`src/rtl/urd_pkg.sv`:
```
package urd_pkg;

  // Datapath width of the divider core (8..64)
  localparam int DATA_WIDTH = 64;

  // Width of the payload fields on the ports
  localparam int FIELD_W = 64;

  // Narrow mode width, never above the datapath width
  localparam int NARROW_W = (DATA_WIDTH < 32) ? DATA_WIDTH : 32;

  // Operand mask for narrow mode at datapath width
  localparam logic [DATA_WIDTH-1:0] NARROW_MASK =
    DATA_WIDTH'((65'd1 << NARROW_W) - 65'd1);

  // Width select codes
  localparam logic CMD_WIDE   = 1'b0;
  localparam logic CMD_NARROW = 1'b1;

  // Request item
  typedef struct packed {
    logic               cmd;
    logic [FIELD_W-1:0] numerator;
    logic [FIELD_W-1:0] denominator;
  } req_item_t;

  // Result item
  typedef struct packed {
    logic [FIELD_W-1:0] quot;
    logic [FIELD_W-1:0] remain;
  } rsp_item_t;

  // Pipeline stage contents: partial remainder, shared dividend/quotient
  // shift register, divisor and mode
  typedef struct packed {
    logic                  valid;
    logic                  narrow;
    logic [DATA_WIDTH-1:0] rem;
    logic [DATA_WIDTH-1:0] nq;
    logic [DATA_WIDTH-1:0] dvsr;
  } stage_t;

endpackage

```
`src/rtl/urd_step.sv`:
```
module urd_step (
  input  logic           clk,
  input  logic           rst,
  input  logic           advance,
  input  urd_pkg::stage_t prev,
  output urd_pkg::stage_t cur
);

  logic [urd_pkg::DATA_WIDTH:0]   trial;
  logic [urd_pkg::DATA_WIDTH:0]   diff;
  logic                           fits;
  logic [urd_pkg::DATA_WIDTH-1:0] rem_next;
  logic [urd_pkg::DATA_WIDTH-1:0] nq_next;

  // Shift in the next dividend bit and try the subtraction
  always_comb begin
    trial    = {prev.rem, prev.nq[urd_pkg::DATA_WIDTH-1]};
    diff     = trial - {1'b0, prev.dvsr};
    fits     = ~diff[urd_pkg::DATA_WIDTH];
    rem_next = fits ? diff[urd_pkg::DATA_WIDTH-1:0] : trial[urd_pkg::DATA_WIDTH-1:0];
    nq_next  = {prev.nq[urd_pkg::DATA_WIDTH-2:0], fits};
  end

  // Advance the valid bit
  always_ff @(posedge clk) begin
    if (rst) begin
      cur.valid <= 1'b0;
    end else if (advance) begin
      cur.valid <= prev.valid;
    end
  end

  // Advance the payload
  always_ff @(posedge clk) begin
    if (advance) begin
      cur.narrow <= prev.narrow;
      cur.rem    <= rem_next;
      cur.nq     <= nq_next;
      cur.dvsr   <= prev.dvsr;
    end
  end

endmodule

```
`config.mk`:
```
export PLATFORM = sky130hd
export DESIGN_NAME = urd_step
export DESIGN_NICKNAME = d
export VERILOG_FILES = /design/src/rtl/urd_pkg.sv /design/src/rtl/urd_step.sv
export SDC_FILE = /design/constraint.sdc
export NUM_CORES = 1
export LEC_CHECK = 0
export BUFFER_PORTS_ARGS = -buffer_cell sky130_fd_sc_hd__buf_2
export CAP_MARGIN = 20
export CORE_MARGIN = 2
export CORE_UTILIZATION = 46
export DETAILED_ROUTE_END_ITERATION = 10
export PLACE_DENSITY_LB_ADDON = 0.12
export RECOVER_POWER = 50
export SYNTH_ARGS = -nofsm -noshare
export SYNTH_HDL_FRONTEND = slang
export SYNTH_SLANG_ARGS = --single-unit
```
`constraint.sdc`:
```
create_clock -name clk -period 3.51 [get_ports clk]
set_clock_uncertainty 0.1 [all_clocks]
set_input_delay 0.1755 -clock clk [delete_from_list [all_inputs] [get_ports clk]]
set_output_delay 0.1755 -clock clk [all_outputs]
set_load 0.01 [all_outputs]
```
Word-level counts from Yosys, hierarchy flattened
Cells that the tools add are included.

storage, ports and cells
  bits in read-only memories = 0
  word-level logic and storage cells = 8
  input port bits = 197
  flip-flop bits (word level) = 194
  output and inout bits = 194
  bits in latches = 0
  RAM bits = 0
  memories kept = 0

cells by class
  equality and inequality tests = 0
  $add $sub $neg = 1
  bitwise operators = 1
  mux-type cells = 1
  reductions and logical operators = 0
  div/mod/pow operators = 0
  $mul = 0
  $lt $le $gt $ge = 0
  shifts and indexed selects = 0

operator list
  cell                                            count
  65-bit by 64-bit subtractor with 65-bit output  1
  64-bit 2-to-1 mux                               1
  1-bit NOT                                       1

Logic depth before layout (Yosys ltp)
Gate-level depths: netlist of the first run.

  word-level depth = 2
  depth in mapped cells = 14

Worst setup path before layout of the first run
Ideal clock, no wire load.

  path kind = input to register
  from = input port prev[27] in the netlist's numbering
  to = register cur[181] in the netlist's numbering, data pin
  setup time = 0.262 ns
  data arrival time = 3.002 ns
  stages = 14
  setup slack = 0.146 ns
  cells stage by stage = inv_1 > ha_1 > buf_2 > nand4_1 > or4_1 > or3_1 > o32a_1 > a21oi_2 > o21ai_1 > and2_4 > o211a_4 > inv_6 > buf_6 > mux2_1

between the ends
  longest elaborated chain between the ends = 2

ends and longest elaborated chain
  item                                            RTL line        source
  start, declared                                 urd_step.sv:5   input urd_pkg::stage_t prev,
  65-bit by 64-bit subtractor with 65-bit output  urd_step.sv:18  diff = trial - {1'b0, prev.dvsr};
  64-bit 2-to-1 mux                               urd_step.sv:20  rem_next = fits ? diff[urd_pkg::DATA_WIDTH-1:0] : trial[urd_pkg::DATA_WIDTH-1:0];
  via rem_next, one bit                           urd_step.sv:12  logic [urd_pkg::DATA_WIDTH-1:0] rem_next;
  end, declared                                   urd_step.sv:6   output urd_pkg::stage_t cur

The timed path passes the listed nets, and every way through them passes these cells.
A chain may end at the register's enable or synchronous reset.

Worst setup path after layout of the first run
  from = input port prev[132] in the netlist's numbering
  to = register cur[183] in the netlist's numbering, data pin

The elaborated chain is that of the path after synthesis.

==> metrics.csv, run 1 <==
stage,metric,value,unit
status,outcome,"complete, no violations",
sta,whs,0.01486,ns
grt,grt_overflow_total,0,
layout,final_area,16480,µm²
synth,yosys_warnings,0,
critical_path,cp-end-kind,flip-flop,
layout,syn_to_final_growth,51.01,%
grt,grt_pass1_wl,50.63,mm
power_and_ir_drop,p_clk_frac,0.291,
power_and_ir_drop,p_int,0.004818,W
power_and_ir_drop,combPwrFrac,0.288,
sta,finalSetupTns,0,ns
clock_tree,root_buffer,clkbuf_16,
layout,stdcell_count,1901,
clock_tree,insertion_delay,0.43,ns
sta,hold_violations,0,
grt,grtUsageTotal,0.2625,
critical_path,critPathTopFamily,compound AO/OA/AOI/OAI gates,
grt,grt_max_degree,85,
power_and_ir_drop,power,0.006974,W
synth,synth_edf_count,193,
place,dp_hpwl,23.87,mm
sta,min_period,3.424,ns
critical_path,path_cells,"dlygate4sd3_1, buf_6, ha_4, nand2_1, o21ai_2, o211a_1, or4_4, a311o_1, a211o_1, a31oi_1, buf_4, xnor2_1, mux2_4",
die,row_count,56,
critical_path,worst_r2r_path_depth,3,
sta,tightest_slew,0.7320,ns
route,drtIter0Drc,546,
layout,largest_register,cur,
synth,synth_top_cell_area_share,0.5311,
power_and_ir_drop,seqPwrFrac,0.421,
synth,yosysSeqAreaShare,0.5329,
route,remaining_drc_errors,0,
critical_path,crit_cells,13,
die,ioPinCount,391,
die,core-area,23400,µm²
critical_path,path_max_fanout,5,
grt,grt_pass1_vias,9684,
sta,finalMaxSlewViolations,0,
power_and_ir_drop,power.net_switching,0.002156,W
die,start_util,0.4663,
sta,relSlewSlack,0.5120,
power_and_ir_drop,p_sw_frac,0.3092,
route,vias,9757,
critical_path,crit_required,3.60,ns
layout,nets,1827,
synth,ys_ff_latch,194,
synth,postSynth.asyncResetShare,0,
route,first_pass_iters,5,
sta,post-route-period-util,0.9756,
run,cap_violations,0,
power_and_ir_drop,peakVddDrop,0.0002892,V
synth,synth-main-ff-cell,edfxtp_1,
critical_path,arrival,3.52,ns
synth,yosysTopAreaCell,edfxtp_1,
layout,final_common_cell,buf_2,
synth,syn_area,10910,µm²
layout,largest_register_ff_count,194,
die,die_h,158.0,µm
grt,antenna_found_initial,3,
clock_tree,cts_buffers,17,
critical_path,critPathBufInv,3,
critical_path,slowest_stage,or4_4,
place,place_area,13720,µm²
min_path,whs_path_depth,3,
critical_path,path_class,primary input to flip-flop,
synth,synthCells,935,
clock_tree,cts.sinks,194,
synth,ys_top_cells_by_area,"edfxtp_1, ha_1, mux2_1",
synth,syn_nets,1197,
layout,drive_gt1_frac,0.3295,
clock_tree,max-clock-path-buffers,2,
route,wire_per_inst,17.89,µm
power_and_ir_drop,leakage,7.303,nW
critical_path,startpoint_type,primary input,
die,die_area,24970,µm²
power_and_ir_drop,powerDensity,423.2,nW/µm²
sta,clock.fmax,292.0,MHz
route,wirelength,34.00,mm
layout,reg.largest.list,cur: 194 flops,
sta,setup_viol,0,
synth,synth.avg_cell_area,11.67,µm²
min_path,hp-class,primary input to flip-flop,
route,vias_per_cell,5.133,
clock_tree,htreeDepth,4,
die,die_x,158.0,µm
place,dp_cells,1683,
clock_tree,clk_pin_slew,0.08,ns
sta,rsz0062_at_grt,yes,
route,drtAntennaViolNets,0,
layout,most-common-layout-cells,"buf_2, edfxtp_1, dlygate4sd3_1",
place,portBuffers,390,
critical_path,crit_path_max_incr_delay,0.60,ns
synth,ys_types,75,
place,place_congestion,0.8739,
clock_tree,cts_tree,yes,
[stage by stage]
stage               worst slack, ns  utilization
CTS                        0.009369       0.6927
global route               -0.01113       0.7040
finish                      0.08550       0.7042
global placement            -0.1230       0.5861
floorplan                    0.1460            -
detailed placement          -0.2105       0.5861
[final timing paths]
kind	from	endpoint	slack (ns)
min reg2reg	cur[193]	cur[193]	0.95
max reg2reg	cur[193]	cur[193]	2.27
min	prev[187]	cur[188]	0.01
max	prev[132]	cur[183]	0.09
[Yosys cell counts, types with 6 or more instances]
master	n
o21ai_0	23
edfxtp_1	193
nand3_1	10
buf_6	6
mux2i_1	7
o21a_1	8
nor2_1	41
nand4_1	20
a211oi_1	6
clkbuf_1	24
nand2_1	62
a31oi_1	7
xor2_1	23
and3_1	7
nor2b_1	10
inv_1	85
a21oi_1	76
mux2_1	54
nor3_1	9
nand2b_1	9
ha_1	64
xnor2_1	34
o21ai_1	15
a21o_1	32
o21bai_1	15
[logic make-up (layout without fill, tap and decap cells)]
group,Yosys count,in the layout,share of synthesized area
simple gates,196,196,0.08943
fa+ha+maj,65,65,0.07521
mux,64,64,0.06593
buf+inv,119,762,0.04575
compound gates,240,240,0.1450
xor+xnor,57,57,0.04575
flops,194,194,0.5329
other cells,0,4,0
[final cells by class]
type,instances,area [µm²]
repair buffers,644,4454
clock inverters,15,187.7
multi-input cells,622,4860
diodes,4,10.01
well taps,319,399.1
flip-flops and latches,194,5816
fillers,1792,6923
clock buffers,17,425.4
inverters,86,327.8
[power by group through the flow]
stage	clock network, W	registers (W)	logic [W]
floorplan	0	0.00313	0.000856
global placement	0	0.00298	0.00174
detailed placement	0	0.00298	0.00176
CTS	0.00205	0.00293	0.00194
global route	0.00213	0.00296	0.00219
finish	0.00203	0.00294	0.00201
[worst min-delay path: stages]
cell       delay, ns
buf_2           0.10
o2111ai_1       0.09
o31ai_1         0.07
[repair_timing]
item / in CTS / in global routing
setup endpoints to repair: 0 / 57
buffers inserted: 0 / 2
hold endpoints to repair: 187 / 2
gates resized for setup: 0 / 60
hold buffers: 188 / 2
[routing by layer]
layer	global-route usage	wire, µm	up-vias
li1	-	-	4746
met3	0.05229	2167	49
met5	0	7	-
met4	0.07894	663	2
met1	0.3231	13930	4626
met2	0.4658	17230	334
Note: power is estimated with default switching activity, not from simulation.
==> run 2, diff against run 1 <==
Settings changed: CORE_AREA set to 2 2 153 155, CORE_MARGIN 2 to not set, CORE_UTILIZATION 46 to not set, DIE_AREA set to 0 0 155 157.
Clock period 3.51 ns to 4.26 ns, I/O delays scaled along.
==> run 2 against run 1 <==
Net effect:
- the flow now finishes with violations (max-capacitance violations, max-slew violations)
- count of clock-buffer cells in the layout stayed put
- via count shrank 2.4%
- final area down 6.0%
- die area fell by 2.6%
- register-to-register slack improved by 0.72 ns
- sequential share of layout area rose by 2.2 points
- worst setup slack improved by 0.12 ns
- power fell by 20%
- final cell count decreased by 4.8%
- core utilization down 1.6 points
- critical endpoint is now cur[148]
==> metrics.csv, run 2 (same netlist as run 1, synthesis figures left out) <==
stage,metric,value,unit,change
min_path,hp-class,primary input to flip-flop,,
power_and_ir_drop,p_int,0.003849,W,-20%
critical_path,path_max_fanout,17,,+12
layout,reg.largest.list,cur: 194 flops,,
power_and_ir_drop,seqPwrFrac,0.433,,+0.012
layout,multi_input_area,4601,µm²,-5.3%
layout,largest_register_ff_count,194,,unchanged
power_and_ir_drop,powerDensity,360.8,nW/µm²,-15%
route,drtIter0Drc,652,,+19%
grt,grt_max_degree,92,,+8.2%
layout,seq_area,5816,µm²,unchanged
place,place_congestion,0.8650,,-1.0%
power_and_ir_drop,power,0.005590,W,-20%
route,wire_per_inst,18.38,µm,+2.8%
power_and_ir_drop,peakVddDrop,0.0002353,V,-19%
sta,hold_violations,0,,unchanged
layout,syn_to_final_growth,41.96,%,
die,core-area,22500,µm²,-3.8%
critical_path,path_cells,"dlygate4sd3_1, buf_2, inv_1, ha_2, nand4_1, or4_1, or3_1, o32a_1, a21oi_2, o21ai_1, and2_4, o211a_4, clkinv_8, buf_6, mux2_1",,
layout,nFillCells,1738,,-3.0%
power_and_ir_drop,combPwrFrac,0.269,,-0.019
route,vias,9522,,-2.4%
critical_path,critPathTopFamily,simple AND/OR/NAND/NOR gates,,
critical_path,crit_path_max_incr_delay,0.60,ns,about the same
sta,relSlewSlack,-0.5711,,-1.083
clock_tree,cts_tree,yes,,
sta,rsz0062_at_grt,no,,
clock_tree,cts.sinks,194,,unchanged
sta,finalSetupTns,0,ns,unchanged
die,die_h,157,µm,-0.65%
die,start_util,0.4850,,+0.01864
status,failed_checks,"max-capacitance violations, max-slew violations",,
clock_tree,root_buffer,clkbuf_16,,
route,vias_per_cell,5.264,,+2.6%
grt,grt_pass1_wl,50.40,mm,-0.45%
place,portBuffers,390,,unchanged
grt,grt_overflow_total,0,,unchanged
grt,grt_pass1_vias,9630,,-0.56%
route,first_pass_iters,5,,unchanged
critical_path,critPathBufInv,5,,+2
critical_path,slowest_stage,or4_1,,
die,row_count,55,,-1.8%
layout,nets,1769,,-3.2%
layout,largest_register,cur,,
grt,antenna_found_initial,5,,+2
layout,final_common_cell,buf_2,,
die,ioPinCount,391,,unchanged
sta,post-route-period-util,0.9522,,
route,drtAntennaViolNets,0,,unchanged
run,cap_violations,1,,+1
status,outcome,finished with violations,,
layout,drive_gt1_frac,0.2132,,-0.1164
critical_path,crit_required,4.35,ns,+0.75 ns
place,dp_hpwl,23.49,mm,-1.6%
clock_tree,insertion_delay,0.44,ns,about the same
clock_tree,clk_pin_slew,0.09,ns,about the same
sta,min_period,4.056,ns,
clock_tree,htreeDepth,4,,unchanged
die,die_x,155,µm,-1.9%
sta,setup_viol,0,,unchanged
critical_path,arrival,4.14,ns,+0.62 ns
clock_tree,cts_setup_buffers,0,,unchanged
critical_path,cp-end-kind,flip-flop,,
critical_path,path_class,primary input to flip-flop,,
clock_tree,max-clock-path-buffers,2,,unchanged
power_and_ir_drop,power.net_switching,0.001741,W,-19%
power_and_ir_drop,leakage,6.630,nW,-9.2%
power_and_ir_drop,p_sw_frac,0.3115,,+0.002322
power_and_ir_drop,p_clk_frac,0.298,,+0.007
sta,finalMaxSlewViolations,92,,+92
clock_tree,cts_buffers,17,,unchanged
layout,most-common-layout-cells,"buf_2, edfxtp_1, dlygate4sd3_1",,
route,wirelength,33.25,mm,-2.2%
sta,clock.fmax,246.5,MHz,
grt,grtUsageTotal,0.2652,,+0.002722
route,remaining_drc_errors,0,,unchanged
die,die_area,24340,µm²,-2.6%
sta,tightest_slew,2.357,ns,+1.625 ns
critical_path,startpoint_type,primary input,,
==> run 2: path summary, 6_finish.rpt <==
path         startpoint        to  depth (start not counted)  slack, ns
min           prev[158]  cur[159]                          2       0.03
min reg2reg    cur[193]  cur[193]                          3       0.96
max reg2reg    cur[193]  cur[193]                          3       2.99
max            prev[26]  cur[148]                         15       0.20
==> run 2: power by group through the flow <==
stage / Combinational (W) / Clock [W] / Sequential (W)
detailed placement: 0.00136 / 0 / 0.00246
CTS: 0.00150 / 0.00169 / 0.00241
floorplan: 0.000705 / 0 / 0.00258
global route: 0.00164 / 0.00175 / 0.00244
global placement: 0.00134 / 0 / 0.00245
finish: 0.00150 / 0.00166 / 0.00242
==> run 2: through the flow <==
stage / hold slack, ns / util / instance area [µm²] / instances / setup WS (ns)
detailed placement: 0.2734 / 0.5849 / 13160 / 1589 / 0.2321
floorplan: 0.1854 / - / 10910 / 935 / 0.8585
global route: 0.01478 / 0.6884 / 15490 / 1808 / 0.02099
global placement: 0.2700 / 0.5849 / 13160 / 1589 / 0.3076
CTS: 0.003851 / 0.6932 / 15600 / 1804 / 0.1401
finish: 0.02915 / 0.6885 / 15490 / 1809 / 0.2037
==> run 2: per-layer routing <==
metal  vias up  share of wire  GRT usage
met5         -        0.00051          0
met4         2          0.025    0.09083
met3        52          0.065    0.05947
met2       353           0.50     0.4724
met1      4488           0.41     0.3178
li1       4627              -          -
==> run 2: cell type report <==
cell class	count	share of cell area
antenna	4	0.0006461
inverter	86	0.02164
clock inverter	15	0.01171
sequential	194	0.3754
clock buffer	17	0.02746
timing repair buffer	586	0.2432
tap	285	0.02302
multi-input combinational	622	0.2970
==> run 2: what timing repair did <==
action,4_1_cts,5_1_grt
gates resized for setup,0,6
hold buffers,183,0
endpoints found under the setup margin,0,44
endpoints found under the hold margin,182,0
